==> src/mfs_pkg.sv <==
// Shared types and constants for the maximum frequency stack.
package mfs_pkg;

  localparam int VALUE_W     = 8;
  localparam int CAPACITY    = 64;
  localparam int VALUE_SPACE = 1 << VALUE_W;
  localparam int LVL_W       = $clog2(CAPACITY + 1);
  localparam int OCC_W       = $clog2(CAPACITY + 1);
  localparam int STATUS_W    = 2;

  typedef enum logic {
    OP_PUSH = 1'b0,
    OP_POP  = 1'b1
  } mfs_op_t;

  typedef enum logic [STATUS_W-1:0] {
    ST_OK    = 2'd0,
    ST_EMPTY = 2'd1,
    ST_FULL  = 2'd2
  } mfs_status_t;

  typedef enum logic {
    S_IDLE = 1'b0,
    S_PUSH = 1'b1
  } mfs_state_t;

  // Broadcast to every cell of the entry chain
  typedef struct packed {
    logic               pop;
    logic [LVL_W-1:0]   max_level;
    logic [VALUE_W-1:0] push_value;
    logic [LVL_W-1:0]   push_level;
  } mfs_ctrl_t;

endpackage

==> src/mfs_cell.sv <==
// One entry slot of the chain: holds a value, its level and a live flag.
module mfs_cell (
  input  logic                      clk,
  input  logic                      rst_n,
  input  mfs_pkg::mfs_ctrl_t        ctrl,
  input  logic                      push_sel,
  input  logic                      any_above,
  input  logic [mfs_pkg::VALUE_W-1:0] nb_value,
  input  logic [mfs_pkg::LVL_W-1:0] nb_level,
  input  logic                      nb_live,
  output logic [mfs_pkg::VALUE_W-1:0] value,
  output logic [mfs_pkg::LVL_W-1:0] level,
  output logic                      live,
  output logic                      match,
  output logic                      pick
);
  import mfs_pkg::*;

  logic [VALUE_W-1:0] value_r, value_nxt;
  logic [LVL_W-1:0]   level_r, level_nxt;
  logic               live_r, live_nxt;
  logic               shift;

  assign match = live_r && (level_r == ctrl.max_level);
  assign pick  = match && !any_above;
  // this slot and every one above the removed entry close up
  assign shift = ctrl.pop && !any_above;

  always_comb begin
    value_nxt = value_r;
    level_nxt = level_r;
    live_nxt  = live_r;
    if (push_sel) begin
      value_nxt = ctrl.push_value;
      level_nxt = ctrl.push_level;
      live_nxt  = 1'b1;
    end else if (shift) begin
      value_nxt = nb_value;
      level_nxt = nb_level;
      live_nxt  = nb_live;
    end
  end

  always_ff @(posedge clk) begin
    if (!rst_n) begin
      live_r <= 1'b0;
    end else begin
      live_r <= live_nxt;
    end
  end

  always_ff @(posedge clk) begin
    value_r <= value_nxt;
    level_r <= level_nxt;
  end

  assign value = value_r;
  assign level = level_r;
  assign live  = live_r;

endmodule

==> src/mfs_count_ram.sv <==
// Per-value occurrence counts: one-port-write memory with reset-cleared valid bits.
module mfs_count_ram (
  input  logic                        clk,
  input  logic                        rst_n,
  input  logic [mfs_pkg::VALUE_W-1:0] rd_addr,
  output logic [mfs_pkg::LVL_W-1:0]   rd_data,
  input  logic                        wr_en,
  input  logic [mfs_pkg::VALUE_W-1:0] wr_addr,
  input  logic [mfs_pkg::LVL_W-1:0]   wr_data
);
  import mfs_pkg::*;

  logic [LVL_W-1:0]       mem [VALUE_SPACE];
  logic [VALUE_SPACE-1:0] vld_r;
  logic [LVL_W-1:0]       rd_data_r;
  logic                   rd_vld_r;

  always_ff @(posedge clk) begin
    if (wr_en) begin
      mem[wr_addr] <= wr_data;
    end
    rd_data_r <= mem[rd_addr];
  end

  always_ff @(posedge clk) begin
    if (!rst_n) begin
      vld_r    <= '0;
      rd_vld_r <= 1'b0;
    end else begin
      rd_vld_r <= vld_r[rd_addr];
      if (wr_en) begin
        vld_r[wr_addr] <= 1'b1;
      end
    end
  end

  // a never-written count reads as zero
  assign rd_data = rd_vld_r ? rd_data_r : '0;

endmodule

==> src/max_frequency_stack_unit.sv <==
// Top level of the maximum frequency stack: request handling, count memory and entry chain.
//
//  channel | dir | handshake               | payload
//  --------+-----+-------------------------+-----------------------------------------------
//  in_     | in  | in_tvalid / in_tready   | tuser[0] op, tdata[7:0] value
//  out_    | out | out_tvalid / out_tready | tdata[7:0] popped_value, tuser[1:0] status
//
//  A push reads the value's count from the count memory in the accept cycle and
//  writes it back, with the new entry, in the next one.
//  A pop, and any failed request, completes in the accept cycle: the entry chain finds
//  the newest entry at the maximum level and closes up behind it in one step.
//  Reset clears the count valid bits, the chain's live flags and the control at once;
//  no clearing sweep, requests are taken from the first cycle after reset.
//  A result waits in the output register; a new request is taken while that result
//  is being taken, and held off while it stalls.
module max_frequency_stack_unit (
  input  logic                         clk,
  input  logic                         rst_n,
  input  logic                         in_tvalid,
  output logic                         in_tready,
  input  logic [mfs_pkg::VALUE_W-1:0]  in_tdata,   // [7:0] value
  input  logic                         in_tuser,   // [0] op
  output logic                         out_tvalid,
  input  logic                         out_tready,
  output logic [mfs_pkg::VALUE_W-1:0]  out_tdata,  // [7:0] popped_value
  output logic [mfs_pkg::STATUS_W-1:0] out_tuser   // [1:0] status
);
  import mfs_pkg::*;

  mfs_state_t         state_r, state_nxt;
  logic [OCC_W-1:0]   occ_r, occ_nxt;
  logic [LVL_W-1:0]   max_level_r, max_level_nxt;
  logic [VALUE_W-1:0] push_value_r, push_value_nxt;

  logic                out_valid_r, out_valid_nxt;
  logic [VALUE_W-1:0]  out_data_r, out_data_nxt;
  mfs_status_t         out_status_r, out_status_nxt;

  logic accept, is_pop, is_empty, is_full, pop_go, remains;
  logic [LVL_W-1:0] rd_count, push_level;

  logic               ram_wr_en;
  logic [VALUE_W-1:0] ram_wr_addr;
  logic [LVL_W-1:0]   ram_wr_data;

  mfs_ctrl_t ctrl;

  logic [VALUE_W-1:0] cell_value [CAPACITY];
  logic [LVL_W-1:0]   cell_level [CAPACITY];
  logic [CAPACITY-1:0] cell_live, match_vec, pick_vec, any_above, push_sel;
  logic [VALUE_W-1:0] pop_value;

  // take a request only between items, with the output register free or draining
  assign in_tready = (state_r == S_IDLE) && (!out_valid_r || out_tready);
  assign accept    = in_tvalid && in_tready;
  assign is_pop    = (in_tuser == OP_POP);
  assign is_empty  = (occ_r == '0);
  assign is_full   = (occ_r == OCC_W'(CAPACITY));
  assign pop_go    = accept && is_pop && !is_empty;

  assign push_level = LVL_W'(rd_count + 1'b1);

  // count memory: read on push accept, write on push completion or pop
  mfs_count_ram u_count_ram (
    .clk     (clk),
    .rst_n   (rst_n),
    .rd_addr (in_tdata),
    .rd_data (rd_count),
    .wr_en   (ram_wr_en),
    .wr_addr (ram_wr_addr),
    .wr_data (ram_wr_data)
  );

  always_comb begin
    ctrl.pop        = pop_go;
    ctrl.max_level  = max_level_r;
    ctrl.push_value = push_value_r;
    ctrl.push_level = push_level;
  end

  // entry chain: slot 0 is the oldest entry, new entries land at the occupancy index
  for (genvar i = 0; i < CAPACITY; i++) begin : g_cell
    logic [VALUE_W-1:0] nb_value;
    logic [LVL_W-1:0]   nb_level;
    logic               nb_live;

    if (i == CAPACITY - 1) begin : g_top
      assign nb_value     = '0;
      assign nb_level     = '0;
      assign nb_live      = 1'b0;
      assign any_above[i] = 1'b0;
    end else begin : g_mid
      assign nb_value     = cell_value[i+1];
      assign nb_level     = cell_level[i+1];
      assign nb_live      = cell_live[i+1];
      assign any_above[i] = |match_vec[CAPACITY-1:i+1];
    end

    assign push_sel[i] = (state_r == S_PUSH) && (occ_r == OCC_W'(i));

    mfs_cell u_cell (
      .clk       (clk),
      .rst_n     (rst_n),
      .ctrl      (ctrl),
      .push_sel  (push_sel[i]),
      .any_above (any_above[i]),
      .nb_value  (nb_value),
      .nb_level  (nb_level),
      .nb_live   (nb_live),
      .value     (cell_value[i]),
      .level     (cell_level[i]),
      .live      (cell_live[i]),
      .match     (match_vec[i]),
      .pick      (pick_vec[i])
    );
  end

  // select the value of the entry being removed
  always_comb begin
    pop_value = '0;
    for (int i = 0; i < CAPACITY; i++) begin
      pop_value = pop_value | (cell_value[i] & {VALUE_W{pick_vec[i]}});
    end
  end

  // another entry stays at the maximum level when a match has one above it
  assign remains = |(match_vec & any_above);

  always_comb begin
    state_nxt      = state_r;
    occ_nxt        = occ_r;
    max_level_nxt  = max_level_r;
    push_value_nxt = push_value_r;
    out_valid_nxt  = out_valid_r && !out_tready;
    out_data_nxt   = out_data_r;
    out_status_nxt = out_status_r;
    ram_wr_en      = 1'b0;
    ram_wr_addr    = push_value_r;
    ram_wr_data    = push_level;

    case (state_r)
      S_IDLE: begin
        if (accept) begin
          push_value_nxt = in_tdata;
          out_data_nxt   = '0;
          out_status_nxt = ST_OK;
          if (is_pop) begin
            out_valid_nxt = 1'b1;
            if (is_empty) begin
              out_status_nxt = ST_EMPTY;
            end else begin
              // the removed entry sat at the top level, so its value's count was max_level
              out_data_nxt = pop_value;
              ram_wr_en    = 1'b1;
              ram_wr_addr  = pop_value;
              ram_wr_data  = LVL_W'(max_level_r - 1'b1);
              occ_nxt      = OCC_W'(occ_r - 1'b1);
              if (!remains) begin
                max_level_nxt = LVL_W'(max_level_r - 1'b1);
              end
            end
          end else if (is_full) begin
            out_valid_nxt  = 1'b1;
            out_status_nxt = ST_FULL;
          end else begin
            state_nxt = S_PUSH;
          end
        end
      end
      S_PUSH: begin
        // write back the raised count and place the entry
        ram_wr_en      = 1'b1;
        occ_nxt        = OCC_W'(occ_r + 1'b1);
        if (push_level > max_level_r) begin
          max_level_nxt = push_level;
        end
        out_valid_nxt  = 1'b1;
        out_data_nxt   = '0;
        out_status_nxt = ST_OK;
        state_nxt      = S_IDLE;
      end
      default: begin
        state_nxt = S_IDLE;
      end
    endcase
  end

  always_ff @(posedge clk) begin
    if (!rst_n) begin
      state_r     <= S_IDLE;
      occ_r       <= '0;
      max_level_r <= '0;
      out_valid_r <= 1'b0;
    end else begin
      state_r     <= state_nxt;
      occ_r       <= occ_nxt;
      max_level_r <= max_level_nxt;
      out_valid_r <= out_valid_nxt;
    end
  end

  always_ff @(posedge clk) begin
    push_value_r <= push_value_nxt;
    out_data_r   <= out_data_nxt;
    out_status_r <= out_status_nxt;
  end

  assign out_tvalid = out_valid_r;
  assign out_tdata  = out_data_r;
  assign out_tuser  = out_status_r;

endmodule

==> config.mk <==
export PLATFORM = sky130hd
export DESIGN_NAME = max_frequency_stack_unit
export DESIGN_NICKNAME = d
export VERILOG_FILES = /design/src/mfs_pkg.sv /design/src/mfs_cell.sv /design/src/mfs_count_ram.sv /design/src/max_frequency_stack_unit.sv
export SDC_FILE = /design/constraint.sdc
export NUM_CORES = 2
export LEC_CHECK = 0
export BUFFER_PORTS_ARGS = -buffer_cell sky130_fd_sc_hd__buf_2
export CAP_MARGIN = 20
export CORE_UTILIZATION = 35
export DETAILED_ROUTE_END_ITERATION = 7
export PLACE_DENSITY_LB_ADDON = 0.25
export SYNTH_ARGS = -nofsm -noshare
export SYNTH_HDL_FRONTEND = slang
export SYNTH_SLANG_ARGS = --single-unit
==> constraint.sdc <==
create_clock -name clk -period 15.4 [get_ports clk]
set_input_delay 0 -clock clk [delete_from_list [all_inputs] [get_ports clk]]
set_output_delay 0 -clock clk [all_outputs]
set_load 0.02 [all_outputs]
==> flow_summary.json <==
{
  "fin_area_um2": 156000,
  "cts_buffers": 341,
  "clk_latency_ns": 0.96,
  "clk_pin_slew_ns": 0.06,
  "synth_compound_area_frac": 0.0568,
  "synth_top_family_by_area": "multiplexers",
  "ys_ff_latch": 3114,
  "grt_usage": 0.241,
  "antenna_found_initial": 45,
  "async_flop_share": 0,
  "placed_cell_area_um2": 144000,
  "synth_commonest_cells": "edfxtp_1 (2770), nand2_1 (1933), mux4_2 (680)",
  "avgSynthCellArea_um2": 14.3,
  "crit_chain": "buf_4, buf_4, xnor2_1, nand4_1, nor2_2, nor2_1, nand3_1, or2_2, o32ai_1, nor4_1, nand4_1, or4_1, a211oi_4, nand2b_2, nor3_1",
  "wirelength_mm": 487,
  "drt_iter0_markers": 10775,
  "fp.dieH_um": 629,
  "firstDrtPassIters": 7,
  "startpoint_type": "flip-flop",
  "power.density_nw_per_um2": 139,
  "grt_pass1_vias": 85560,
  "place_congestion": 1.09,
  "synth_top_area_frac": 0.605,
  "coreArea_um2": 390000,
  "cts_tree": "done",
  "cts_max_path_buffers": 4,
  "start_util": 0.352,
  "cpPeakStageDelay_ns": 1.06,
  "endpoint_kind": "flip-flop",
  "grt_overflow": 0,
  "ys_types": 103,
  "nFillCells": 35581,
  "final_nets": 9664,
  "portBuffers": 24,
  "yosys_warnings": 0,
  "cap_violations": 0,
  "ir_worst_vdd_mv": 0.102,
  "die_w_um": 629,
  "syn_nets": 9633,
  "wire_per_inst_um": 32.2,
  "arrival_ns": 10.17,
  "synthSimpleGateAreaFrac": 0.108,
  "setup_violations": 0,
  "ys_seq_area_frac": 0.655,
  "cts-htree-levels": 5,
  "rsz0062_at_grt": "false",
  "synthAdderAreaFrac": 0.00126,
  "ios": 25,
  "fin_crit_sh": 0.628,
  "slowest_stage": "nor3_1",
  "grt_pass1_wl_mm": 684,
  "ys.flop_type": "edfxtp_1",
  "fp-row-count": 229,
  "ys_top_cells_by_area": "edfxtp_1 (61%), mux4_2 (11%), nand2_1 (5.3%)",
  "total_leakage_power_nw": 52.4,
  "hpwlAfterDp_mm": 337,
  "cts.sinks": 3114,
  "muxShareOfSynthArea": 0.125,
  "drcViolationCount": 0,
  "vias": 87419,
  "grt_max_degree": 200,
  "yosysMostFrequentCell": "edfxtp_1",
  "tns_ns": 0,
  "critPathRequiredTime_ns": 15.91,
  "drive_gt1_frac": 0.187,
  "synth-edff-count": 2770,
  "cp_max_fo": 28,
  "syn_to_final_growth_pct": 13.2,
  "fmax_ghz": 0.103,
  "routed_via_density": 5.78,
  "synth_xor_area_frac": 0.0297,
  "status": "completed",
  "synth_area_um2": 137000,
  "relSlewSlack": 0.0336,
  "hold_path_class": "in -> reg",
  "tightest_slew_ns": 1.43,
  "finalMaxSlewViolations": 0,
  "synth_area_leader_cell": "edfxtp_1",
  "synth_cells": 9607,
  "hold_viol": 0,
  "antenna_left": 0,
  "skew_ns": 0.0923,
  "crit_type": "reg -> reg",
  "layout_min_cycle_time_ns": 9.67,
  "die-area_um2": 395000,
  "cts_root_buffer": "clkbuf_16"
}
==> through the flow <==
stage / std cells / total power [mW] / hold WS [ns] / util / setup slack [ns]
floorplan: 9607 / 12.4 / 0.0989 / - / 0.504
global placement: 14432 / 13.4 / 0.276 / 0.369 / 5.44
detailed placement: 14461 / 13.5 / 0.276 / 0.369 / 5.60
CTS: 15106 / 21.7 / 0.0440 / 0.398 / 5.50
global route: 15125 / 22.2 / 0.0794 / 0.399 / 5.78
finish: 15136 / 21.6 / 0.120 / 0.399 / 5.73
==> logic make-up (layout without fill, tap and decap cells) <==
family                   after synthesis  after routing
adder cells (fa/ha/maj)               14             14
AO/OA/AOI/OAI                       1137           1137
multiplexers                         842            842
buffers and inverters                740           1059
AND/OR/NAND/NOR                     3297           3297
other                                  0             13
flip-flops                          3114           3114
XOR/XNOR                             463            463
==> final timing paths <==
kind | startpoint | end | slack [ns] | cells past startpoint
setup / recovery | max_level_r[5] | u_count_ram.mem[17][5] | 5.73 | 15
hold / removal | in_tdata[7] | push_value_r[7] | 0.12 | 2
setup reg to reg | max_level_r[5] | u_count_ram.mem[17][5] | 5.73 | 15
hold reg to reg | u_count_ram.vld_r[175] | u_count_ram.vld_r[175] | 0.45 | 2
==> final cells by class <==
cell class                      instances  area [um^2]  share of cell area
Inverter                               64          245             0.00158
Sequential cell                      3114        90100               0.579
Antenna cell                           13         32.5            0.000209
Tap cell                             5197         6500              0.0418
Clock inverter                        196         2110              0.0136
Timing Repair Buffer                  364         2930              0.0188
Clock buffer                          435         9090              0.0584
Multi-Input combinational cell       5753        44500               0.286
==> critical path: cells and delay by family, from the launching register on <==
| kind | cells | cell delay [ns] |
|---|---|---|
| simple gates | 10 | 6.01 |
| buf+inv | 2 | 1.31 |
| compound gates | 2 | 0.91 |
| flops | 1 | 0.64 |
| xor+xnor | 1 | 0.17 |
==> cell usage in the layout (no fill, tap or decap), types with 213 or more instances in the layout <==
cell type | netlist | layout
xnor2_1 | 383 | 383
a22o_1 | 213 | 213
nor2_1 | 467 | 464
buf_4 | 31 | 296
mux4_2 | 680 | 680
edfxtp_1 | 2770 | 2770
o21ai_0 | 493 | 460
nand2_1 | 1933 | 1931
dfxtp_1 | 344 | 337
clkbuf_16 | 0 | 343
nand4_1 | 221 | 221
==> power breakdown <==
part,internal (mW),total [mW],switching (mW),leakage (nW)
combinational,0.830,2.77,1.94,18.6
sequential,10.1,10.6,0.495,28.4
clock,4.73,8.24,3.51,5.42
total,15.6,21.6,5.94,52.4
==> registers in the layout, summed over array words and instances, names as in the netlist, 8 cells and up <==
name / cells
push_value_r: 8
out_tdata: 8
u_count_ram.vld_r: 256
g_cell.u_cell.value: 512
g_cell.u_cell.live: 64
u_count_ram.mem: 1792
g_cell.u_cell.level: 448
==> routing by layer <==
layer,GRT usage,part of all wire,wire [um]
met1,0.339,0.43,207000
met2,0.373,0.45,220000
met3,0.0421,0.081,39400
met4,0.0884,0.041,20000
met5,0,0.00032,158
==> timing repair <==
action                    4_1_cts  5_1_grt
hold endpoints to repair       88        0
gates resized for setup         0        0
buffers inserted                0        0
hold buffers                   14        0
Power figures use the tool's default switching activity.
